<file path="config.mk">
export PLATFORM = sky130hd
export DESIGN_NAME = lcdw_front
export DESIGN_NICKNAME = d
export VERILOG_FILES = /design/src/hdl/lcdw_pkg.sv /design/src/hdl/lcdw_front.sv
export SDC_FILE = /design/constraint.sdc
export NUM_CORES = 1
export LEC_CHECK = 0
export BUFFER_PORTS_ARGS = -buffer_cell sky130_fd_sc_hd__buf_2
export CAP_MARGIN = 20
export CORE_MARGIN = 2
export CORE_UTILIZATION = 48
export CTS_BUF_LIST = sky130_fd_sc_hd__clkbuf_4
export DETAILED_ROUTE_END_ITERATION = 7
export PLACE_DENSITY = 0.79
export SETUP_SLACK_MARGIN = 0.5
export SKIP_CTS_REPAIR_TIMING = 1
export SLEW_MARGIN = 20
export SYNTH_ARGS = -nofsm -noshare
export SYNTH_HDL_FRONTEND = slang
export SYNTH_SLANG_ARGS = --single-unit
</file>
<file path="constraint.sdc">
create_clock -name clk -period 1.7 [get_ports clk]
set_input_delay 0.17 -clock clk [delete_from_list [all_inputs] [get_ports clk]]
set_output_delay 0.17 -clock clk [all_outputs]
set_load 0.005 [all_outputs]
</file>
<file path="src/hdl/lcdw_pkg.sv">
// Shared types, command constants and the 5x7 font table for the LCD text and pixel writer.
// No dependencies; every other file of the block imports it.
package lcdw_pkg;

  localparam logic [1:0] MODE_GOTO_CELL   = 2'd0;
  localparam logic [1:0] MODE_GOTO_COLUMN = 2'd1;
  localparam logic [1:0] MODE_DRAW_CHAR   = 2'd2;
  localparam logic [1:0] MODE_SET_PIXEL   = 2'd3;

  localparam logic [7:0] CMD_PAGE       = 8'hB0;
  localparam logic [7:0] CMD_COLUMN_HI  = 8'h10;
  localparam logic [7:0] COLUMN_LO_MASK = 8'h0F;
  localparam logic [7:0] COLUMN_HI_MASK = 8'hF0;
  localparam logic [7:0] CELL_WIDTH     = 8'd6;
  localparam logic [7:0] GLYPH_FIRST    = 8'd32;
  localparam logic [7:0] GLYPH_LAST     = 8'd129;

  localparam logic [3:0] STEP_PAGE       = 4'd0;
  localparam logic [3:0] STEP_COLUMN_LO  = 4'd1;
  localparam logic [3:0] STEP_COLUMN_HI  = 4'd2;
  localparam logic [3:0] STEP_FIRST_DATA = 4'd3;
  localparam logic [3:0] STEP_BLANK      = 4'd8;

  typedef enum logic [1:0] {
    KIND_ADDR,
    KIND_CHAR,
    KIND_PIXEL
  } job_kind_t;

  typedef struct packed {
    job_kind_t   kind;
    logic [7:0]  column;
    logic [2:0]  page;
    logic [7:0]  code;
  } job_t;

  function automatic logic [39:0] glyph_bits(input logic [7:0] code);
    logic [7:0]  offset;
    logic [39:0] g;
    offset = code - GLYPH_FIRST;
    g = 40'h0;
    if (code >= GLYPH_FIRST && code <= GLYPH_LAST) begin
      unique case (offset[6:0])
        7'd0:  g = 40'h0000000000;  7'd1:  g = 40'h00002f0000;  7'd2:  g = 40'h0007000700;
        7'd3:  g = 40'h147f147f14;  7'd4:  g = 40'h242a7f2a12;  7'd5:  g = 40'h3234081626;
        7'd6:  g = 40'h3649552250;  7'd7:  g = 40'h0005030000;  7'd8:  g = 40'h001c224100;
        7'd9:  g = 40'h0041221c00;  7'd10: g = 40'h14083e0814;  7'd11: g = 40'h08083e0808;
        7'd12: g = 40'h0000503000;  7'd13: g = 40'h1010101010;  7'd14: g = 40'h0060600000;
        7'd15: g = 40'h2010080402;  7'd16: g = 40'h3e5149453e;  7'd17: g = 40'h00427f4000;
        7'd18: g = 40'h4261514946;  7'd19: g = 40'h2141454b31;  7'd20: g = 40'h1814127f10;
        7'd21: g = 40'h2745454539;  7'd22: g = 40'h3c4a494930;  7'd23: g = 40'h0171090503;
        7'd24: g = 40'h3649494936;  7'd25: g = 40'h064949291e;  7'd26: g = 40'h0036360000;
        7'd27: g = 40'h0056360000;  7'd28: g = 40'h0814224100;  7'd29: g = 40'h1414141414;
        7'd30: g = 40'h0041221408;  7'd31: g = 40'h0201510906;  7'd32: g = 40'h324959513e;
        7'd33: g = 40'h7e1111117e;  7'd34: g = 40'h7f49494936;  7'd35: g = 40'h3e41414122;
        7'd36: g = 40'h7f4141221c;  7'd37: g = 40'h7f49494941;  7'd38: g = 40'h7f09090901;
        7'd39: g = 40'h3e4149497a;  7'd40: g = 40'h7f0808087f;  7'd41: g = 40'h00417f4100;
        7'd42: g = 40'h2040413f01;  7'd43: g = 40'h7f08142241;  7'd44: g = 40'h7f40404040;
        7'd45: g = 40'h7f020c027f;  7'd46: g = 40'h7f0408107f;  7'd47: g = 40'h3e4141413e;
        7'd48: g = 40'h7f09090906;  7'd49: g = 40'h3e4151215e;  7'd50: g = 40'h7f09192946;
        7'd51: g = 40'h4649494931;  7'd52: g = 40'h01017f0101;  7'd53: g = 40'h3f4040403f;
        7'd54: g = 40'h1f2040201f;  7'd55: g = 40'h3f4038403f;  7'd56: g = 40'h6314081463;
        7'd57: g = 40'h0708700807;  7'd58: g = 40'h6151494543;  7'd59: g = 40'h007f414100;
        7'd60: g = 40'h552a552a55;  7'd61: g = 40'h0041417f00;  7'd62: g = 40'h0402010204;
        7'd63: g = 40'h4040404040;  7'd64: g = 40'h0001020400;  7'd65: g = 40'h2054545478;
        7'd66: g = 40'h7f48444438;  7'd67: g = 40'h3844444420;  7'd68: g = 40'h384444487f;
        7'd69: g = 40'h3854545418;  7'd70: g = 40'h087e090102;  7'd71: g = 40'h0c5252523e;
        7'd72: g = 40'h7f08040478;  7'd73: g = 40'h00447d4000;  7'd74: g = 40'h2040443d00;
        7'd75: g = 40'h7f10284400;  7'd76: g = 40'h00417f4000;  7'd77: g = 40'h7c04180478;
        7'd78: g = 40'h7c08040478;  7'd79: g = 40'h3844444438;  7'd80: g = 40'h7c14141408;
        7'd81: g = 40'h081414187c;  7'd82: g = 40'h7c08040408;  7'd83: g = 40'h4854545420;
        7'd84: g = 40'h043f444020;  7'd85: g = 40'h3c4040207c;  7'd86: g = 40'h1c2040201c;
        7'd87: g = 40'h3c4030403c;  7'd88: g = 40'h4428102844;  7'd89: g = 40'h0c5050503c;
        7'd90: g = 40'h4464544c44;  7'd91: g = 40'h007f3e1c08;  7'd92: g = 40'h081c3e7f00;
        7'd93: g = 40'h087c7e7c08;  7'd94: g = 40'h103e7e3e10;  7'd95: g = 40'h3e3e3e3e3e;
        7'd96: g = 40'h007f3e1c08;  7'd97: g = 40'h0e1111110e;
        default: g = 40'h0;
      endcase
    end
    return g;
  endfunction

endpackage

</file>
<file path="src/hdl/lcdw_front.sv">
// Front end of the LCD writer: accepts request words, keeps the cursor and classifies
// each request into a job for the queue. Depends on lcdw_pkg.
module lcdw_front
  import lcdw_pkg::*;
(
  input  logic       clk,
  input  logic       rst,
  input  logic       in_valid,
  output logic       in_ready,
  input  logic [1:0] mode,
  input  logic [6:0] x,
  input  logic [5:0] y,
  input  logic [7:0] character,
  input  logic       hold,
  output logic       push_valid,
  input  logic       push_ready,
  output job_t       job
);

  logic [7:0] cursor_column, cursor_column_next;
  logic [2:0] cursor_page, cursor_page_next;
  logic [9:0] cell_column;
  logic       accept;

  assign in_ready   = push_ready && !hold;
  assign accept     = in_valid && in_ready;
  assign push_valid = accept;
  assign cell_column = {3'b000, x} * {2'b00, CELL_WIDTH};

  always_comb begin
    cursor_column_next = cursor_column;
    cursor_page_next   = cursor_page;
    job.kind   = KIND_ADDR;
    job.column = cursor_column;
    job.page   = cursor_page;
    job.code   = character;
    unique case (mode)
      MODE_GOTO_CELL: begin
        cursor_column_next = cell_column[7:0];
        cursor_page_next   = y[2:0];
        job.column = cell_column[7:0];
        job.page   = y[2:0];
      end
      MODE_GOTO_COLUMN: begin
        cursor_column_next = {1'b0, x};
        cursor_page_next   = y[2:0];
        job.column = {1'b0, x};
        job.page   = y[2:0];
      end
      MODE_DRAW_CHAR: begin
        cursor_column_next = cursor_column + CELL_WIDTH;
        job.kind = KIND_CHAR;
      end
      MODE_SET_PIXEL: begin
        cursor_column_next = {1'b0, x};
        cursor_page_next   = y[5:3];
        job.kind   = KIND_PIXEL;
        job.column = {1'b0, x};
        job.page   = y[5:3];
        job.code   = {5'b00000, y[2:0]};
      end
    endcase
  end

  always_ff @(posedge clk) begin
    if (rst) begin
      cursor_column <= '0;
      cursor_page   <= '0;
    end else if (accept) begin
      cursor_column <= cursor_column_next;
      cursor_page   <= cursor_page_next;
    end
  end

endmodule

</file>
Word-level counts from Yosys, hierarchy flattened
Cells that the tools add are included.
W data, S select, Z words.

storage, ports and cells
  register bits = 11
  output and inout bits = 23
  logic and storage cells = 20

operators by class
  add/subtract/negate cells = 1
  $mul = 1
  eq/ne operators = 3
  mux-type cells = 5
  reductions and logical operators = 8

operator list
  kind                   count
  $pmux W11 S3           1
  $pmux W8 S3            1
  $add A8 B3 Y8 const B  1
  $mux W8                1
  $mul A7 B2 Y7 const B  1
  $pmux W3 S2            1
  $eq A2 B2 Y1 const B   2
  $pmux W2 S2            1
  $reduce_or A2 Y1       2
  $eq A2 B1 Y1 const B   1
  $logic_and A1 B1 Y1    2
  $logic_not A2 Y1       1
  $reduce_and A2 Y1      1
  $reduce_bool A2 Y1     1
  $logic_not A1 Y1       1

Logic depth before layout (Yosys ltp)
  word-level depth = 4
  depth in mapped cells = 8
  gate-level depth less buffers = 8

Worst setup path after synthesis
Ideal clock, no wire load.

  kind = register to register
  from = reg cursor_column[1]
  to = reg cursor_column[7]
  setup time = 136 ps
  arrival time = 1359 ps
  required time = 1564 ps
  path slack = 205 ps
  stages on the path, launching flop included = 8
  buffers on the path = 0
  cell sequence = dfxtp_1 inv_1 ha_1 and3b_1 nand3_1 nor2b_1 a211oi_1 o32ai_2

between the ends
  cells in the longest elaborated chain, start to end = 2

RTL lines
  item                    line              source
  from (decl)             lcdw_front.sv:20  logic [7:0] cursor_column, cursor_column_next;
  from (signal assigned)  lcdw_front.sv:70  cursor_column <= cursor_column_next;
  $add A8 B3 Y8           lcdw_front.sv:51  cursor_column_next = cursor_column + CELL_WIDTH;
  $pmux W8 S3             lcdw_front.sv:37  unique case (mode)

Every way passes these cells.
A chain may end at the register's enable or synchronous reset.

==> results.py <==
metrics = {
    "synth": {
        "synth_common_cells": "nor2_1, nand2_1, dfxtp_1",
        "syn_nets": 185,
        "ys_warn_count": 0,
        "avgSynthCellArea_um2": 7.33,
        "ys_types": 43,
        "yosysTopAreaCell": "dfxtp_1",
        "synth_edf_count": 0,
        "async_flop_share_pct": 0,
        "synth.top_cell.area_share_pct": 20.0,
        "synth_seq_area_share_pct": 20.0,
        "synth_cells": 150,
        "netlist_top_cells_area": "dfxtp_1, ha_1, nor2_1",
        "syn-cell-area_um2": 1100,
        "synthMostInstantiatedCell": "nor2_1",
        "ys_ff_latch": 11,
        "synthFlopType": "dfxtp_1",
    },
    "cts": {
        "root_buffer": "clkbuf_4",
        "clockBufferDepth": 2,
        "numCtsBuffers": 3,
        "clkSinkCount": 11,
        "h-tree-depth": 1,
        "path_clk_slew_ns": 0.08,
        "cts_tree": "built",
        "clkLatencyLatePin_ns": 0.28,
    },
    "setup_path": {
        "critPathArrivalTime_ns": 1.57,
        "crit_type": "primary input to output port",
        "worst_setup_path_end_kind": "output port",
        "path_delay_family": "simple AND/OR/NAND/NOR gates",
        "critPathMaxStageDelay_ns": 0.38,
        "worstPathMaxFanout": 4,
        "path_buf_inv": 2,
        "cpMaxStageDelayCell": "or3b_4",
        "critPathLaunchType": "primary input",
        "path_cells": "buf_8 > ha_4 > or3b_4 > o311ai_4 > a21oi_2 > nor2_1 > buf_2",
        "cp.required_ns": 1.53,
    },
    "global_route": {
        "grt_pass1_wl_um": 5030,
        "grt_antenna_before_repair": 0,
        "grt_pass1_vias": 1251,
        "grt_max_degree": 21,
        "grt_util_all_layers_pct": 24.1,
        "overflow": 0,
    },
    "detailed_routing": {
        "first_pass_iters": 4,
        "totalWireLength_um": 3500,
        "wl_per_cell_um": 14.7,
        "drc": 0,
        "drtIter0Drc": 50,
        "vias_per_cell": 5.84,
        "via_count": 1390,
        "final_antenna_net_count": 0,
    },
    "placement": {
        "place_area_um2": 1480,
        "globalplace.congestion": 0.775,
        "post-dp-hpwl_um": 2410,
        "port_buffers": 50,
    },
    "timing": {
        "timing.slew.headroom_pct": 72.5,
        "finClkSkew_ns": 0.00630,
        "post-route-period-util_pct": 102,
        "whs_ns": 0.162,
        "hold_violations": 0,
        "finalMaxSlewViolations": 0,
        "fin_ws_ns": -0.0391,
        "setup_tns_ns": -0.0391,
        "worstMarginPinSlew_ns": 0.413,
        "fmax_mhz": 575,
        "setup_viol": 1,
        "period_needed_ns": 1.74,
        "rsz0062_at_grt": "yes",
    },
    "cells_and_area": {
        "multi_input_area_um2": 1030,
        "regArea_um2": 225,
        "drive_gt1_share_pct": 53.3,
        "antenna_cells": 0,
        "final_area_um2": 1760,
        "fillers": 146,
        "syn_to_final_growth_pct": 60.2,
        "nets": 246,
        "final_core_util_pct": 80.4,
    },
    "power": {
        "ir_drop_v": 0.000535,
        "power_leakage_nw": 0.775,
        "power_density_nw_per_um2": 492,
    },
    "run_status": {
        "violations": "negative setup slack",
        "status": "complete, but fails checks",
    },
    "die": {
        "initial_core_util_pct": 50.2,
        "core-area_um2": 2190,
        "dieArea_um2": 2690,
        "die_y_um": 51.9,
        "ios": 51,
        "die_w_um": 51.9,
        "num_rows": 17,
    },
    "hold_path": {
        "hold_class": "primary input to flip-flop",
    },
    "job": {
        "drv_cap": 0,
    },
}
registers in the layout, indices dropped and copies added, names as in the netlist:
| name | count |
|---|---|
| cursor_column | 8 |
| cursor_page | 3 |
worst paths after layout:
check,startpoint,to,slack [ns],cells past startpoint
max,x[4],job[17],-0.04,7
min,y[5],cursor_page[2],0.16,3
max reg2reg,cursor_column[1],cursor_column[7],0.26,7
min reg2reg,cursor_page[0],cursor_page[0],0.51,2
cells by family after synthesis:
group,count (synthesis),share of synthesized area [%]
buffers and inverters,16,6.14
adders and majority gates,7,8.65
DFF,11,20.0
muxes,7,6.71
AOI/OAI and AO/OA,44,28.0
and+or+nand+nor,63,28.9
xor gates and xnor gates,2,1.59
worst register-to-register path, delay by kind of cell (launching register included):
family / cells / cell delay (ns)
flip-flops: 1 / 0.35
AO/OA/AOI/OAI: 2 / 0.26
AND/OR/NAND/NOR: 3 / 0.49
adder cells (fa/ha/maj): 1 / 0.16
buffers and inverters: 1 / 0.05
layout make-up:
type | instances | area share, %
Clock buffer | 3 | 1.28
Clock inverter | 1 | 0.284
Inverter | 8 | 1.85
Multi-Input combinational cell | 123 | 58.4
Sequential cell | 11 | 12.8
Tap cell | 28 | 1.99
Timing Repair Buffer | 63 | 23.0
Timing Repair inverter | 1 | 0.426
where the power goes:
part,leakage (nW),switching (mW),total (mW),internal (mW)
Combinational,0.666,0.197,0.407,0.211
Sequential,0.0906,0.00882,0.276,0.267
Clock,0.0177,0.0972,0.185,0.0873
metal layers:
layer	global-route usage [%]	vias up	share of wire, %
met1	26.5	655	40
met3	5.75	4	7.4
met2	47.3	73	52
li1	-	658	-
met4	2.19	0	0.60
met5	0	-	0
per-stage QoR:
| stage | worst slack [ns] | cells | power, mW |
|---|---|---|---|
| 2_1_floorplan | 0.299 | 150 | 0.477 |
| 3_3_place_gp | 0.00233 | 224 | 0.589 |
| 3_5_place_dp | -0.0314 | 224 | 0.600 |
| 4_1_cts | -0.0483 | 228 | 0.777 |
| 5_1_grt | -0.0759 | 238 | 0.919 |
| 6_report | -0.0391 | 238 | 0.868 |
placed cells by master, fill, tap and decap left out, types with 3 or more instances in the layout:
cell type and n:
buf_6 4, nand2_1 14, buf_2 44, buf_4 12
mux2_2 3, nor2_1 17, a21oi_2 4, nor2b_1 5
mux2i_1 4, and2_1 6, a311oi_1 4, clkbuf_4 3
inv_1 3, o21ai_1 3, ha_4 6, dfxtp_1 9
a21oi_1 7, o21ai_0 5, inv_2 4, a211oi_2 3
Note: power is estimated with default switching activity, not from simulation.
