$ cat src/hdl/lcdw_pkg.sv
// Shared types, command constants and the 5x7 font table for the LCD text and pixel writer.
// No dependencies; every other file of the block imports it.
package lcdw_pkg;

  localparam logic [1:0] MODE_GOTO_CELL   = 2'd0;
  localparam logic [1:0] MODE_GOTO_COLUMN = 2'd1;
  localparam logic [1:0] MODE_DRAW_CHAR   = 2'd2;
  localparam logic [1:0] MODE_SET_PIXEL   = 2'd3;

  localparam logic [7:0] CMD_PAGE       = 8'hB0;
  localparam logic [7:0] CMD_COLUMN_HI  = 8'h10;
  localparam logic [7:0] COLUMN_LO_MASK = 8'h0F;
  localparam logic [7:0] COLUMN_HI_MASK = 8'hF0;
  localparam logic [7:0] CELL_WIDTH     = 8'd6;
  localparam logic [7:0] GLYPH_FIRST    = 8'd32;
  localparam logic [7:0] GLYPH_LAST     = 8'd129;

  localparam logic [3:0] STEP_PAGE       = 4'd0;
  localparam logic [3:0] STEP_COLUMN_LO  = 4'd1;
  localparam logic [3:0] STEP_COLUMN_HI  = 4'd2;
  localparam logic [3:0] STEP_FIRST_DATA = 4'd3;
  localparam logic [3:0] STEP_BLANK      = 4'd8;

  typedef enum logic [1:0] {
    KIND_ADDR,
    KIND_CHAR,
    KIND_PIXEL
  } job_kind_t;

  typedef struct packed {
    job_kind_t   kind;
    logic [7:0]  column;
    logic [2:0]  page;
    logic [7:0]  code;
  } job_t;

  function automatic logic [39:0] glyph_bits(input logic [7:0] code);
    logic [7:0]  offset;
    logic [39:0] g;
    offset = code - GLYPH_FIRST;
    g = 40'h0;
    if (code >= GLYPH_FIRST && code <= GLYPH_LAST) begin
      unique case (offset[6:0])
        7'd0:  g = 40'h0000000000;  7'd1:  g = 40'h00002f0000;  7'd2:  g = 40'h0007000700;
        7'd3:  g = 40'h147f147f14;  7'd4:  g = 40'h242a7f2a12;  7'd5:  g = 40'h3234081626;
        7'd6:  g = 40'h3649552250;  7'd7:  g = 40'h0005030000;  7'd8:  g = 40'h001c224100;
        7'd9:  g = 40'h0041221c00;  7'd10: g = 40'h14083e0814;  7'd11: g = 40'h08083e0808;
        7'd12: g = 40'h0000503000;  7'd13: g = 40'h1010101010;  7'd14: g = 40'h0060600000;
        7'd15: g = 40'h2010080402;  7'd16: g = 40'h3e5149453e;  7'd17: g = 40'h00427f4000;
        7'd18: g = 40'h4261514946;  7'd19: g = 40'h2141454b31;  7'd20: g = 40'h1814127f10;
        7'd21: g = 40'h2745454539;  7'd22: g = 40'h3c4a494930;  7'd23: g = 40'h0171090503;
        7'd24: g = 40'h3649494936;  7'd25: g = 40'h064949291e;  7'd26: g = 40'h0036360000;
        7'd27: g = 40'h0056360000;  7'd28: g = 40'h0814224100;  7'd29: g = 40'h1414141414;
        7'd30: g = 40'h0041221408;  7'd31: g = 40'h0201510906;  7'd32: g = 40'h324959513e;
        7'd33: g = 40'h7e1111117e;  7'd34: g = 40'h7f49494936;  7'd35: g = 40'h3e41414122;
        7'd36: g = 40'h7f4141221c;  7'd37: g = 40'h7f49494941;  7'd38: g = 40'h7f09090901;
        7'd39: g = 40'h3e4149497a;  7'd40: g = 40'h7f0808087f;  7'd41: g = 40'h00417f4100;
        7'd42: g = 40'h2040413f01;  7'd43: g = 40'h7f08142241;  7'd44: g = 40'h7f40404040;
        7'd45: g = 40'h7f020c027f;  7'd46: g = 40'h7f0408107f;  7'd47: g = 40'h3e4141413e;
        7'd48: g = 40'h7f09090906;  7'd49: g = 40'h3e4151215e;  7'd50: g = 40'h7f09192946;
        7'd51: g = 40'h4649494931;  7'd52: g = 40'h01017f0101;  7'd53: g = 40'h3f4040403f;
        7'd54: g = 40'h1f2040201f;  7'd55: g = 40'h3f4038403f;  7'd56: g = 40'h6314081463;
        7'd57: g = 40'h0708700807;  7'd58: g = 40'h6151494543;  7'd59: g = 40'h007f414100;
        7'd60: g = 40'h552a552a55;  7'd61: g = 40'h0041417f00;  7'd62: g = 40'h0402010204;
        7'd63: g = 40'h4040404040;  7'd64: g = 40'h0001020400;  7'd65: g = 40'h2054545478;
        7'd66: g = 40'h7f48444438;  7'd67: g = 40'h3844444420;  7'd68: g = 40'h384444487f;
        7'd69: g = 40'h3854545418;  7'd70: g = 40'h087e090102;  7'd71: g = 40'h0c5252523e;
        7'd72: g = 40'h7f08040478;  7'd73: g = 40'h00447d4000;  7'd74: g = 40'h2040443d00;
        7'd75: g = 40'h7f10284400;  7'd76: g = 40'h00417f4000;  7'd77: g = 40'h7c04180478;
        7'd78: g = 40'h7c08040478;  7'd79: g = 40'h3844444438;  7'd80: g = 40'h7c14141408;
        7'd81: g = 40'h081414187c;  7'd82: g = 40'h7c08040408;  7'd83: g = 40'h4854545420;
        7'd84: g = 40'h043f444020;  7'd85: g = 40'h3c4040207c;  7'd86: g = 40'h1c2040201c;
        7'd87: g = 40'h3c4030403c;  7'd88: g = 40'h4428102844;  7'd89: g = 40'h0c5050503c;
        7'd90: g = 40'h4464544c44;  7'd91: g = 40'h007f3e1c08;  7'd92: g = 40'h081c3e7f00;
        7'd93: g = 40'h087c7e7c08;  7'd94: g = 40'h103e7e3e10;  7'd95: g = 40'h3e3e3e3e3e;
        7'd96: g = 40'h007f3e1c08;  7'd97: g = 40'h0e1111110e;
        default: g = 40'h0;
      endcase
    end
    return g;
  endfunction

endpackage

$ cat src/hdl/lcdw_queue.sv
// Two-entry job queue between the front and back ends of the LCD writer.
// Depends on lcdw_pkg for the job type.
module lcdw_queue
  import lcdw_pkg::*;
(
  input  logic clk,
  input  logic rst,
  input  logic push_valid,
  output logic push_ready,
  input  job_t din,
  output logic pop_valid,
  input  logic pop_ready,
  output job_t dout
);

  job_t       slots [2];
  logic       wr_ptr;
  logic       rd_ptr;
  logic [1:0] count;
  logic       push;
  logic       pop;

  assign push_ready = count != 2'd2;
  assign pop_valid  = count != 2'd0;
  assign push       = push_valid && push_ready;
  assign pop        = pop_valid && pop_ready;
  assign dout       = slots[rd_ptr];

  always_ff @(posedge clk) begin
    if (push) begin
      slots[wr_ptr] <= din;
    end
  end

  always_ff @(posedge clk) begin
    if (rst) begin
      wr_ptr <= 1'b0;
      rd_ptr <= 1'b0;
      count  <= 2'd0;
    end else begin
      if (push) wr_ptr <= !wr_ptr;
      if (pop) rd_ptr <= !rd_ptr;
      count <= count + {1'b0, push} - {1'b0, pop};
    end
  end

endmodule

$ cat config.mk
export PLATFORM = sky130hd
export DESIGN_NAME = lcdw_queue
export DESIGN_NICKNAME = d
export VERILOG_FILES = /design/src/hdl/lcdw_pkg.sv /design/src/hdl/lcdw_queue.sv
export SDC_FILE = /design/constraint.sdc
export NUM_CORES = 1
export LEC_CHECK = 0
export BUFFER_PORTS_ARGS = -buffer_cell sky130_fd_sc_hd__clkbuf_2
export CORE_UTILIZATION = 50
export DETAILED_ROUTE_END_ITERATION = 16
export HOLD_SLACK_MARGIN = 0.06
export PLACE_DENSITY = 0.77
export RECOVER_POWER = 50
export REMOVE_ABC_BUFFERS = 1
export SLEW_MARGIN = 10
export SYNTH_ARGS = -nofsm -noshare
export SYNTH_HDL_FRONTEND = slang
export SYNTH_SLANG_ARGS = --single-unit
$ cat constraint.sdc
create_clock -name clk -period 2.6 [get_ports clk]
set_input_delay 0.39 -clock clk [delete_from_list [all_inputs] [get_ports clk]]
set_output_delay 0.39 -clock clk [all_outputs]
set_load 0.03 [all_outputs]
== Yosys cells after proc, flatten, opt, wreduce, memory -nomap -nowiden ==
Memories as Yosys holds them, arrays and structs flattened. A register that Yosys moved wholly into a read port is not among the register bits.
Index checks and enable logic that the tools add are counted.
Word-level totals
  bits in registers: 4
  bits in latches: 0
  memory bits (writable): 42
  memory bits (read-only): 0
  output and inout port bits: 23
  logic and storage cells: 16
  memories: 1
Cells by class
  add/sub/neg operators: 2
  multipliers: 0
  div/mod/pow operators: 0
  $lt $le $gt $ge: 0
  equality and inequality tests: 1
  shifts and indexed selects: 0
  muxes and demuxes: 4
  bitwise logic cells: 0
  reductions and logical operators: 5
Memory list
  slots: depth 2, width 21, rd ports 1, clocked after memory_dff 1, write ports 1, line lcdw_queue.sv:16  | job_t slots [2];
Operators by type and width (count)
  two-way mux 1 bit: 4
  adder 2 x 1 -> 2 bit: 1
  logical AND 1 bit: 2
  logical NOT 1 bit: 2
  inequality test 2 bit (second input constant): 1
  nonzero test 2 bit: 1
  subtractor 2 x 1 -> 2 bit: 1

== Longest topological paths before layout ==
Gate-level depths: netlist of the first run.
  depth after elaboration: 4
  mapped depth: 6

== Worst setup path after synthesis of the first run ==
Ideal clock, no wire load.
  path kind: register to register
  from: register count[0]
  to: memory slots[1][0] (netlist name) (enable)
  arrival time: 1.396 ns
  setup slack: 0.825 ns
  stages on the path, launching flop included: 3
  buffers on the path: 0
  clock period less this slack: 1.775 ns
  cell sequence: dfxtp_1 nand2b_1 and3_1
On the way
  word-level cells in the longest chain between the ends: 4
RTL lines
  from (decl): line lcdw_queue.sv:19  | logic [1:0] count;
  from (signal assigned): line lcdw_queue.sv:43  | count <= count + {1'b0, push} - {1'b0, pop};
  inequality test 2 bit: line lcdw_queue.sv:23  | assign push_ready = count != 2'd2;
  via push_ready: line lcdw_queue.sv:9  | output logic push_ready,
  logical AND 1 bit: line lcdw_queue.sv:25  | assign push = push_valid && push_ready;
  two-way mux 1 bit: line lcdw_queue.sv:30  | if (push) begin
  two-way mux 1 bit (not written as such): line lcdw_queue.sv:31  | slots[wr_ptr] <= din;
  to (decl): line lcdw_queue.sv:16
The timed path passes the listed nets, and every way through them passes these cells.

==> impl.org, run 1 <==
** Outcome
- The flow ran to the end, and the final reports show no timing, DRC or antenna violations.

** Critical path
- The startpoint identified for the worst register-to-register timing path is count[0].
- Element type at the critical path start :: register
- Cell chain of the critical path :: buf_4 > mux2_1 > clkbuf_2
- Critical path endpoint :: dout[18]
- CP endpoint kind :: primary output
- STA puts the critical path data arrival time at ~1.8 ns.
- Together, buffers and inverters on the worst path number 2.
- The critical path is of the register to primary output type.
- The endpoint identified for the worst register-to-register timing path is slots[0][18].
- On the critical path, the stage with the largest delay is an instance of sky130_fd_sc_hd__dfxtp_1.
- Data required time of the worst path :: around 2.2 ns
- The kind of cell with the highest combined delay along the critical path is flip-flops.
- Largest stage delay, worst path :: 0.55 ns
- In this run the number of cells on the critical path is 3.
- Along the worst path, the maximum fanout reaches 14.
- Depth of the worst register-to-register path :: 3
- For flop-to-flop paths, the worst setup slack is just under 0.9 ns.

** Yosys
- Proportion of netlist area held by the largest area contributor :: between 70% and 80%
- Synth Cell Area :: roughly 1800 sq um
- sky130_fd_sc_hd__edfxtp_1 takes more of the synthesized area than any other cell.
- Synthesis produced between 90 and 100 cells.
- Sequential-to-total area share from yosys stat :: 77.0%
- Warnings from Yosys :: 0
- Post-synth cell types :: 24
- Count of state elements after synthesis :: between 40 and 50
- By area the synthesized netlist is led by sky130_fd_sc_hd__edfxtp_1, sky130_fd_sc_hd__mux2_1, sky130_fd_sc_hd__dfxtp_1, sky130_fd_sc_hd__mux2_2, sky130_fd_sc_hd__nor2_1.
- Dividing the synthesized area by the synthesized cell count gives 18.8 sq um.

** Final layout
- Number of filler cells placed in the layout :: between 200 and 300
- Most common cell after layout, fill and taps aside :: sky130_fd_sc_hd__edfxtp_1
- The repair_antennas step left the layout with diodes totalling 0.
- In the layout the commonest cells are sky130_fd_sc_hd__edfxtp_1, sky130_fd_sc_hd__clkbuf_2, sky130_fd_sc_hd__mux2_1.
- After the last flow step, the layout net total stands at approximately 170.
- Fraction of layout instances using a drive strength above 1 :: around a third
- Relative to the synthesized area, the layout overhead comes to 21.8%.

** Floorplanning
- The die is about 61 um tall.
- Die width :: 61.5 um
- Number of rows in the core area :: 21
- Once the floorplan was initialized, standard cells occupied 52.6% of the core.
- Core Region :: roughly 3400 sq um
- Total Die Area :: between 3000 and 4000 sq um
- Pin placement for this block handled 48 I/O pins.

** Route
- Total wirelength of the detailed-routed design :: about 2700 um
- For this block, the initial DRC count from the detailed router was 26.
- DRC violation count after routing :: 0
- The final route contains between 900 and 1000 vias.
- Vias per std cell :: 4.96
- Drt pass-1 iters :: 4
- Wire length per cell :: about 14 um
- Detail Route Antenna Nets :: 0

** Clocking
- Total of cells resized after clock tree synthesis :: 0
- CTS clock-pin slew for the worst setup and hold paths :: 0.13 ns
- The longest clock path from root to sink contains 2 buffers.
- Buffers inserted during clock tree synthesis total 5.
- TritonCTS built the clock tree.
- The H-tree generated during clock tree synthesis spans 2 levels.
- For the worst-skew pair, the clock arrives at the later sink with an insertion delay of around 0.35 ns.
- CTS saw between 40 and 50 sinks.
- Once the clock tree was built, the setup fixing pass inserted 0 buffers.
- Quantity of hold-fixing buffers added after cts :: 0
- The root buffer cell chosen for the clock tree is sky130_fd_sc_hd__clkbuf_4.

** Timing
- Setup repair after global routing left no endpoint under its margin.
- Derived from the worst setup path, the maximum achievable clock frequency is approximately 470 MHz.
- Worst Tran Pin Value :: 0.817 ns
- The routed design could run at a clock period as short as ~2.1 ns.
- Max-slew violations :: 0
- Final setup fails :: 0
- Worst rel slew slack :: between 40 and 50%
- Adding up every negative setup slack in the final design gives 0 ns.
- Final number of hold-violating endpoints :: 0
- Clock tree skew after final layout :: approximately 0.0097 ns
- Part of the cycle the worst path needs :: 82.3%

** Min path
- Hold path startpoint :: din[14]
- The path class of the tightest hold or removal check is input pin to register.

** Job
- Max-cap violations in this run came to 0.

** Power
- The design draws around 2 mW.
- Across the VDD grid, the largest voltage drop is 0.512 mV.
- Summed over all cells, the static leakage comes to just over 0.8 nW.
- Power spread over the standard cell area amounts to 924 nW/um^2.

** GRT
- The first global-routing pass estimated 3760 um of wire.
- Total routing usage reported by global routing :: 15.1%
- The number of antenna violations at the first check in global routing was 0.
- Remaining global-route overflow :: 0
- Entering global routing, the biggest net connects 22 pins.
- Via count of the first global-routing pass :: around 910

** Place
- Count of input and output buffers :: 47
- The wire-length estimate of the detail-placed layout is around 1900 um.
- Routability Congestion :: ~0.63
==> synthesized netlist by cell type <==
cell	count
sky130_fd_sc_hd__mux2_2	3
sky130_fd_sc_hd__o21ba_1	1
sky130_fd_sc_hd__o31a_1	1
sky130_fd_sc_hd__nand3_1	1
sky130_fd_sc_hd__nor4_1	1
sky130_fd_sc_hd__a21oi_1	1
sky130_fd_sc_hd__ha_1	1
sky130_fd_sc_hd__edfxtp_1	42
sky130_fd_sc_hd__nor2b_1	2
sky130_fd_sc_hd__o21ai_1	1
sky130_fd_sc_hd__buf_2	2
sky130_fd_sc_hd__dfxtp_1	5
sky130_fd_sc_hd__xor2_1	1
sky130_fd_sc_hd__nand3b_1	1
sky130_fd_sc_hd__or2_2	1
sky130_fd_sc_hd__o21ai_0	1
sky130_fd_sc_hd__nor4bb_1	1
sky130_fd_sc_hd__mux2_1	18
sky130_fd_sc_hd__nand2b_1	1
sky130_fd_sc_hd__inv_1	1
sky130_fd_sc_hd__a21bo_1	1
sky130_fd_sc_hd__nor2_1	4
sky130_fd_sc_hd__and3_1	2
sky130_fd_sc_hd__nor3_2	1
==> cell families (layout without fill, tap and decap cells) <==
| logic type | Yosys count | count (layout) | synth area share (%) |
|---|---|---|---|
| flops | 47 | 47 | 77.0 |
| mux | 21 | 21 | 13.4 |
| simple gates | 15 | 15 | 5.17 |
| compound gates | 6 | 6 | 2.48 |
| buf+inv | 3 | 58 | 0.778 |
| fa+ha+maj | 1 | 1 | 0.708 |
| xor+xnor | 1 | 1 | 0.495 |
==> flip-flops by register name, indices dropped and copies added (netlist names), named ones only <==
register  cells
slots        42
count         2
rd_ptr        1
wr_ptr        1
==> per-stage QoR <==
step,util (%),hold WS (ns),setup slack (ns),cell area (sq um),cells
CTS,64.5,0.205,0.430,2170,195
global route,64.0,0.205,0.353,2150,195
finish,64.0,0.219,0.461,2150,195
floorplan,-,0.459,0.825,1760,92
detailed placement,61.4,0.496,0.838,2070,187
global placement,61.4,0.489,0.881,2070,187
==> metal layers <==
metal / global-route usage, % / wire, um / vias up
li1: - / - / 469
met1: 14.6 / 1020 / 455
met2: 27.5 / 1430 / 33
met3: 3.99 / 139 / 10
met4: 10.8 / 90 / 0
met5: 0 / 0 / -
==> how the worst min path moves through the flow <==
stage / slack, ns / to / cells past startpoint
4_1_cts: 0.21 / slots[1][6] / 1
3_3_place_gp: 0.49 / rd_ptr / 2
6_report: 0.22 / slots[0][14] / 1
5_1_grt: 0.21 / slots[1][14] / 1
2_1_floorplan: 0.46 / wr_ptr / 1
3_5_place_dp: 0.50 / register / 2
==> final cells by class <==
class                   instances  area, sq um  share of cell area (%)
multi-input cells              44          393                    18.2
inverters                       1         3.75                   0.174
clock inverters                 3         67.6                    3.14
well taps                      46         57.6                    2.67
clock buffers                   5         37.5                    1.74
flip-flops and latches         47         1360                    63.2
repair buffers                 49          233                    10.8
==> report_power, final <==
part	total, mW	internal (mW)	switching, mW
Combinational	0.513	0.176	0.337
Sequential	0.960	0.918	0.0422
Clock	0.517	0.299	0.218
Total	1.99	1.39	0.597
Power figures use the tool's default switching activity.
==> run 2, diff against run 1 <==
--- a/config.mk
+++ b/config.mk
@@ -6,10 +6,10 @@
 export NUM_CORES = 1
 export LEC_CHECK = 0
 export BUFFER_PORTS_ARGS = -buffer_cell sky130_fd_sc_hd__clkbuf_2
-export CORE_UTILIZATION = 50
+export CORE_UTILIZATION = 46
 export DETAILED_ROUTE_END_ITERATION = 16
 export HOLD_SLACK_MARGIN = 0.06
-export PLACE_DENSITY = 0.77
+export PLACE_DENSITY = 0.74
 export RECOVER_POWER = 50
 export REMOVE_ABC_BUFFERS = 1
 export SLEW_MARGIN = 10
==> constraint.sdc (replaced) <==
create_clock -name clk -period 1.9 [get_ports clk]
set_input_delay 0.285 -clock clk [delete_from_list [all_inputs] [get_ports clk]]
set_output_delay 0.285 -clock clk [all_outputs]
set_load 0.03 [all_outputs]
==> impl.org, run 2 (synthesis results as in run 1) <==
** Clocking
- The clock root buffer is sky130_fd_sc_hd__clkbuf_8 (was sky130_fd_sc_hd__clkbuf_4).
- The maximum number of buffers from clock root to sink is 2 (unchanged).
- The H-tree level count was 2 (unchanged).
- The worst-skew pair later-pin latency came to 0.29 ns (was 0.35 ns).
- The number of buffers created by CTS was 5 (unchanged).
- CTS clock-pin slew for the worst setup and hold paths :: 0.08 ns (was 0.13 ns)
- Total of cells resized after clock tree synthesis :: 0 (unchanged)
- Number of buffers inserted to repair setup after CTS :: 0 (unchanged)
- Clock Sink Count :: 47 (unchanged)
- The clock tree from TritonCTS is built (unchanged).
- Quantity of hold-fixing buffers added after cts :: 0 (unchanged)

** Power
- The standby leakage power was 0.807 nW (about the same).
- The power density over the cells was 1200 nW/um^2 (was 924 nW/um^2).
- Max VDD drop :: 0.693 mV (was 0.512 mV)
- The power consumption is 2.57 mW (was 1.99 mW).

** Route
- The number of detailed-route iterations in the first pass came to 3 (was 4).
- The via total after detailed routing came to 964 (was 967).
- Detail Route Antenna Nets :: 0 (unchanged)
- The routed length per instance is 13.3 um (was 13.7 um).
- Total wirelength of the detailed-routed design :: 2640 um (was 2670 um)
- The ratio of routed vias to standard cells came to 4.84 (was 4.96).
- The detailed router's first-iteration violation count came to 27 (was 26).
- The remaining design rule violation count is 0 (unchanged).

** Final layout
- The share of final-layout standard cells stronger than drive strength 1 is 31.8% (was 32.2%).
- The total number of nets in the final design is 176 (was 174).
- The most common cell after layout, fill and taps aside is sky130_fd_sc_hd__edfxtp_1 (unchanged).
- Biggest register :: slots (unchanged)
- Area taken by multi-input logic gates :: 393 sq um (unchanged)
- Number of inserted diodes :: 0 (unchanged)
- The area used by sequential logic in the layout was 1360 sq um (unchanged).
- The fill cell instance count of the final layout is 315 (was 292).
- Top library cells by usage in the layout, fill and taps aside: sky130_fd_sc_hd__edfxtp_1, sky130_fd_sc_hd__clkbuf_2, sky130_fd_sc_hd__mux2_1 (unchanged).
- Max FFs per register :: 42 (unchanged)
- Largest registers :: slots (42), count (2) (unchanged)
- The area added between synthesis and finish came to 21.3% (was 21.8%).

** Critical path
- The endpoint kind of the worst setup timing path was a primary output (unchanged).
- Data arrival time at the worst-slack endpoint :: 1.39 ns (was 1.75 ns)
- The worst flop-to-flop path endpoint is count[1] (was slots[0][18]).
- Worst flop-to-flop path startpoint :: count[1] (was count[0])
- The timing endpoint of the critical path is dout[10] (was dout[18]).
- Worst Path Max Fanout :: 13 (was 14)
- Data required time of the worst path :: 1.62 ns (was 2.21 ns)
- The kind of critical path is register to primary output (unchanged).
- Depth of the worst register-to-register path :: 6 (was 3)
- Element type at the critical path start :: register (unchanged)
- Register-to-register path setup slack :: 0.23 ns (was 0.89 ns)

** Place
- The final RePlAce weighted congestion came to 0.640 (was 0.635).
- Detail Placement HPWL :: 1900 um (was 1870 um)
- Count of input and output buffers :: 47 (unchanged)

** Floorplanning
- Core Region :: 3660 sq um (was 3360 sq um)
- Effective utilization at floorplan :: 48.3% (was 52.6%)
- Die width :: 64.0 um (was 61.5 um)
- The y dimension of the die is 64.0 um (was 61.5 um).
- Io pins :: 48 (unchanged)
- The total die area came to 4100 sq um (was 3780 sq um).
- The count of standard-cell rows is 22 (was 21).

** Timing
- Part of the cycle the worst path needs :: roughly nine tenths
- Worst rel slew slack :: 64.0% (was 45.5%)
- Maximum achievable frequency :: about 600 MHz
- Clock tree skew after final layout :: 0.00315 ns (was 0.00965 ns)
- The slew at the pin closest to its max-slew limit is 0.540 ns (was 0.817 ns).
- Unrepaired setup endpoints after global routing :: false (unchanged)
- Fin Setup TNS :: 0 ns (unchanged)
- Subtracting the final worst setup slack from the clock period gives 1.68 ns.
- The final-report setup violation count is 0 (unchanged).
- Max-slew violations :: 0 (unchanged)
- Final number of hold-violating endpoints :: 0 (unchanged)
- The final-layout worst hold slack was 0.183 ns (was 0.219 ns).

** Job
- Max Cap Violations :: 0 (unchanged)

** GRT
- The total overflow reported by the global router was 0 (unchanged).
- Maximum number of pins on one net before global-route repair :: 22 (unchanged)
- Via count of the first global-routing pass :: 959 (was 909)
- First-pass GRT wire length :: 4260 um (was 3760 um)
- Initial antenna violation count :: 0 (unchanged)
- Total routing usage reported by global routing :: 14.6% (was 15.1%)

** Min path
- The path category of the worst min-delay check was input pin to register (unchanged).

** Outcome
- Status :: complete, no violations (unchanged)
[run 2: cell count changes in the layout (fill, tap and decap cells not counted), sizes merged]
cell,previous run,this run
buf,2,3
bufinv,2,0
clkinvlp,1,0
clkbuf,52,53
clkinv,0,3
[run 2: worst max-delay path: stages, from the launching register on]
cell and delay (ns):
sky130_fd_sc_hd__dfxtp_1 0.33, sky130_fd_sc_hd__buf_4 0.22, sky130_fd_sc_hd__mux2_2 0.37, sky130_fd_sc_hd__clkbuf_2 0.18
[run 2: how the worst min path moves through the flow]
stage / startpoint / cells after the start / endpoint / slack [ns]
after global routing: din[18] / 1 / slots[0][18] / 0.17
after floorplan: rst / 1 / wr_ptr / 0.35
after CTS: din[15] / 1 / slots[0][15] / 0.17
after detailed placement: din[15] / 1 / slots[0][15] / 0.48
final: din[18] / 1 / slots[1][18] / 0.18
after global placement: din[2] / 1 / slots[0][2] / 0.48
[run 2: layer usage]
metal	part of all wire (%)	wire [um]	vias to the layer above	GRT usage (%)
li1	-	-	472	-
met1	37	972	459	15.4
met2	55	1440	31	26.5
met3	7.7	202	2	6.61
met4	0.72	19	0	3.41
met5	0	0	-	0
[run 2: power by group]
part / switching, mW / leakage [nW] / total [mW] / internal (mW)
logic: 0.478 / 0.325 / 0.731 / 0.253
clock network: 0.290 / 0.0477 / 0.541 / 0.251
registers: 0.0433 / 0.434 / 1.30 / 1.26
[run 2: per-stage QoR]
| step | utilization, % | std cells | setup WS, ns | cell area (sq um) |
|---|---|---|---|---|
| global route | 58.6 | 199 | 0.103 | 2140 |
| finish | 58.6 | 199 | 0.223 | 2140 |
| global placement | 56.9 | 191 | 0.419 | 2080 |
| floorplan | - | 92 | 0.125 | 1760 |
| detailed placement | 56.9 | 191 | 0.240 | 2080 |
| CTS | 59.2 | 199 | 0.201 | 2170 |
[run 2: final cells by class]
cell class | count | share of cell area, %
clock inverter | 3 | 0.700
multi-input combinational | 44 | 18.3
timing repair buffer | 51 | 11.3
sequential | 47 | 63.5
clock buffer | 5 | 3.21
inverter | 1 | 0.175
tap | 48 | 2.80
==> run 3, diff against run 2 <==
--- a/config.mk
+++ b/config.mk
@@ -6,10 +6,12 @@
 export NUM_CORES = 1
 export LEC_CHECK = 0
 export BUFFER_PORTS_ARGS = -buffer_cell sky130_fd_sc_hd__clkbuf_2
-export CORE_UTILIZATION = 46
+export CORE_UTILIZATION = 48
+export CTS_BUF_LIST = sky130_fd_sc_hd__clkbuf_4
+export CTS_CLUSTER_SIZE = 30
 export DETAILED_ROUTE_END_ITERATION = 16
 export HOLD_SLACK_MARGIN = 0.06
-export PLACE_DENSITY = 0.74
+export PLACE_DENSITY = 0.77
 export RECOVER_POWER = 50
 export REMOVE_ABC_BUFFERS = 1
 export SLEW_MARGIN = 10
==> impl.org, run 3 (synthesis results as in run 1) <==
** Outcome
- Status: complete, no violations (unchanged).

** GRT
- The pin count of the biggest net entering global routing was 18 (was 22).
- Initial antenna violation count :: 0 (unchanged)
- Remaining global-route overflow :: 0 (unchanged)
- The total routing resource utilization after global routing is 15.8% (was 14.6%).
- First-pass GRT wire length :: 4500 um (was 4260 um)
- Via count of the first global-routing pass :: 989 (was 959)

** Power
- The power consumption was 2.65 mW (was 2.57 mW).
- Max VDD drop :: 0.558 mV (was 0.693 mV)
- Cell leakage power :: 0.809 nW (was 0.807 nW)
- The power density over the cells is 1230 nW/um^2 (was 1200 nW/um^2).

** Final layout
- The number of antenna cells inserted is 0 (unchanged).
- Largest registers: slots (42), count (2) (unchanged).
- Top library cells by usage in the layout, fill and taps aside :: sky130_fd_sc_hd__edfxtp_1, sky130_fd_sc_hd__clkbuf_2, sky130_fd_sc_hd__mux2_1 (unchanged)
- Biggest register :: slots (unchanged)
- The share of final-layout standard cells stronger than drive strength 1 was 32.2% (was 31.8%).
- Synthesis-to-layout area growth :: 22.2% (was 21.3%)
- Max FFs per register :: 42 (unchanged)
- Most common cell after layout, fill and taps aside :: sky130_fd_sc_hd__edfxtp_1 (unchanged)
- The total number of nets in the final design came to 177 (was 176).

** Min path
- The path category of the worst min-delay check is input pin to register (unchanged).
- The critical hold path startpoint is din[13] (was din[18]).

** Critical path
- Element type at the critical path start :: register (unchanged)
- Worst Path Max Fanout :: 17 (was 13)
- The data required time at the worst endpoint came to 1.62 ns (about the same).
- The cell family with the largest share of critical-path delay is flip-flops (was buffers and inverters).
- Data arrival time at the worst-slack endpoint :: 1.49 ns (was 1.39 ns)
- Worst flop-to-flop path startpoint :: count[0] (was count[1])
- CP endpoint kind :: primary output (unchanged)
- The critical-path cell with the highest stage delay is sky130_fd_sc_hd__dfxtp_2 (was sky130_fd_sc_hd__mux2_2).
- Critical path buffers and inverters :: 2 (unchanged)
- The kind of critical path is register to primary output (unchanged).
- Cell chain of the critical path :: buf_12 > mux2_2 > clkbuf_2 (was buf_4 > mux2_2 > clkbuf_2)
- Largest stage delay, worst path :: 0.43 ns (was 0.37 ns)

** Floorplanning
- The count of standard-cell rows is 21 (was 22).
- Vert. Die Dim :: 62.7 um (was 64.0 um)
- The boundary pin count was 48 (unchanged).
- The total die area was 3930 sq um (was 4100 sq um).
- Core Region :: 3440 sq um (was 3660 sq um)
- The initial standard-cell utilization of the core came to 51.4% (was 48.3%).
- Die width :: 62.7 um (was 64.0 um)

** Clocking
- The total clock sinks was 47 (unchanged).
- TritonCTS clock tree :: built (unchanged)
- Master cell of the clock root buffer :: sky130_fd_sc_hd__clkbuf_4 (was sky130_fd_sc_hd__clkbuf_8)
- Source-to-sink clock delay at the later pin of the worst-skew pair :: 0.36 ns (was 0.29 ns)
- The maximum number of buffers from clock root to sink is 2 (unchanged).
- The number of buffers created by CTS came to 5 (unchanged).
- The H-tree level count was 2 (unchanged).
- The buffers inserted during post-CTS setup optimization was 0 (unchanged).
- CTS clock-pin slew for the worst setup and hold paths :: 0.14 ns (was 0.08 ns)

** Timing
- The final-report setup violation count was 0 (unchanged).
- The final period utilization is 93.6% (was 88.3%).
- Unrepaired setup endpoints after global routing: false (unchanged).
- Min cycle time layout :: 1.78 ns (was 1.68 ns)
- Worst rel slew slack :: 54.2% (was 64.0%)
- Maximum achievable frequency :: 562 MHz (was 596 MHz)
- Final number of hold-violating endpoints :: 0 (unchanged)
- The count of final max-slew check failures is 0 (unchanged).
- Clock tree skew after final layout :: 0.00668 ns (was 0.00315 ns)
- The setup TNS was 0 ns (unchanged).
- The slew at the pin closest to its max-slew limit came to 0.686 ns (was 0.540 ns).

** Route
- The via total after detailed routing was 1000 (was 964).
- The detailed router's first-iteration violation count is 28 (was 27).
- Drt pass-1 iters :: 4 (was 3)
- The total detailed-routing wirelength is 2730 um (was 2640 um).
- Wire length per cell :: 13.8 um (was 13.3 um)
- DRC violation count after routing :: 0 (unchanged)
- Detail Route Antenna Nets :: 0 (unchanged)
- Vias per std cell :: 5.05 (was 4.84)

** Place
- The final RePlAce weighted congestion came to 0.611 (was 0.640).
- The total of buffers placed on input and output ports was 47 (unchanged).
- The HPWL after detailed placement is 1970 um (was 1900 um).

** Job
- Max Cap Violations :: 0 (unchanged)
## run 3: what timing repair did
action,in CTS,in global routing
setup endpoints to repair,0,17
hold buffers,0,0
gates resized for setup,0,1
## run 3: worst register-to-register path, cell delays in order, from the launching register on
cell and delay [ns]:
sky130_fd_sc_hd__dfxtp_1 0.44, sky130_fd_sc_hd__nand2b_1 0.21, sky130_fd_sc_hd__and3_1 0.19, sky130_fd_sc_hd__clkbuf_1 0.53
## run 3: final timing paths
path | endpoint | slack [ns] | cells past startpoint
setup / recovery | dout[7] | 0.12 | 3
hold / removal | slots[0][13] | 0.11 | 1
setup reg to reg | slots[1][3] | 0.17 | 3
hold reg to reg | rd_ptr | 0.53 | 2
## run 3: metrics by stage
step | instances | instance area (sq um) | hold slack (ns) | util (%) | worst slack (ns)
floorplan | 92 | 1760 | 0.354 | - | 0.125
global placement | 190 | 2100 | 0.474 | 61.0 | 0.421
detailed placement | 190 | 2100 | 0.478 | 61.0 | 0.197
CTS | 198 | 2190 | 0.0884 | 63.5 | 0.00172
global route | 198 | 2160 | 0.0794 | 62.8 | 0.0476
finish | 198 | 2160 | 0.105 | 62.8 | 0.122
## run 3: metal layers
metal	part of all wire, %	wire, um	vias up	GRT usage (%)
li1	-	-	481	-
met1	41	1110	478	17.7
met2	52	1420	33	27.2
met3	4.5	122	8	3.65
met4	2.6	71	0	9.59
met5	0	0	-	0
## run 3: cell type report
cell class	count	area, sq um
Tap cell	46	57.6
Fill cell	272	1280
Multi-Input combinational cell	44	393
Clock inverter	3	47.5
Inverter	1	3.75
Clock buffer	5	37.5
Timing Repair Buffer	52	259
Sequential cell	47	1360
## run 3: power by group
part,internal (mW),switching [mW]
Combinational,0.269,0.476
Sequential,1.26,0.0526
Clock,0.284,0.316
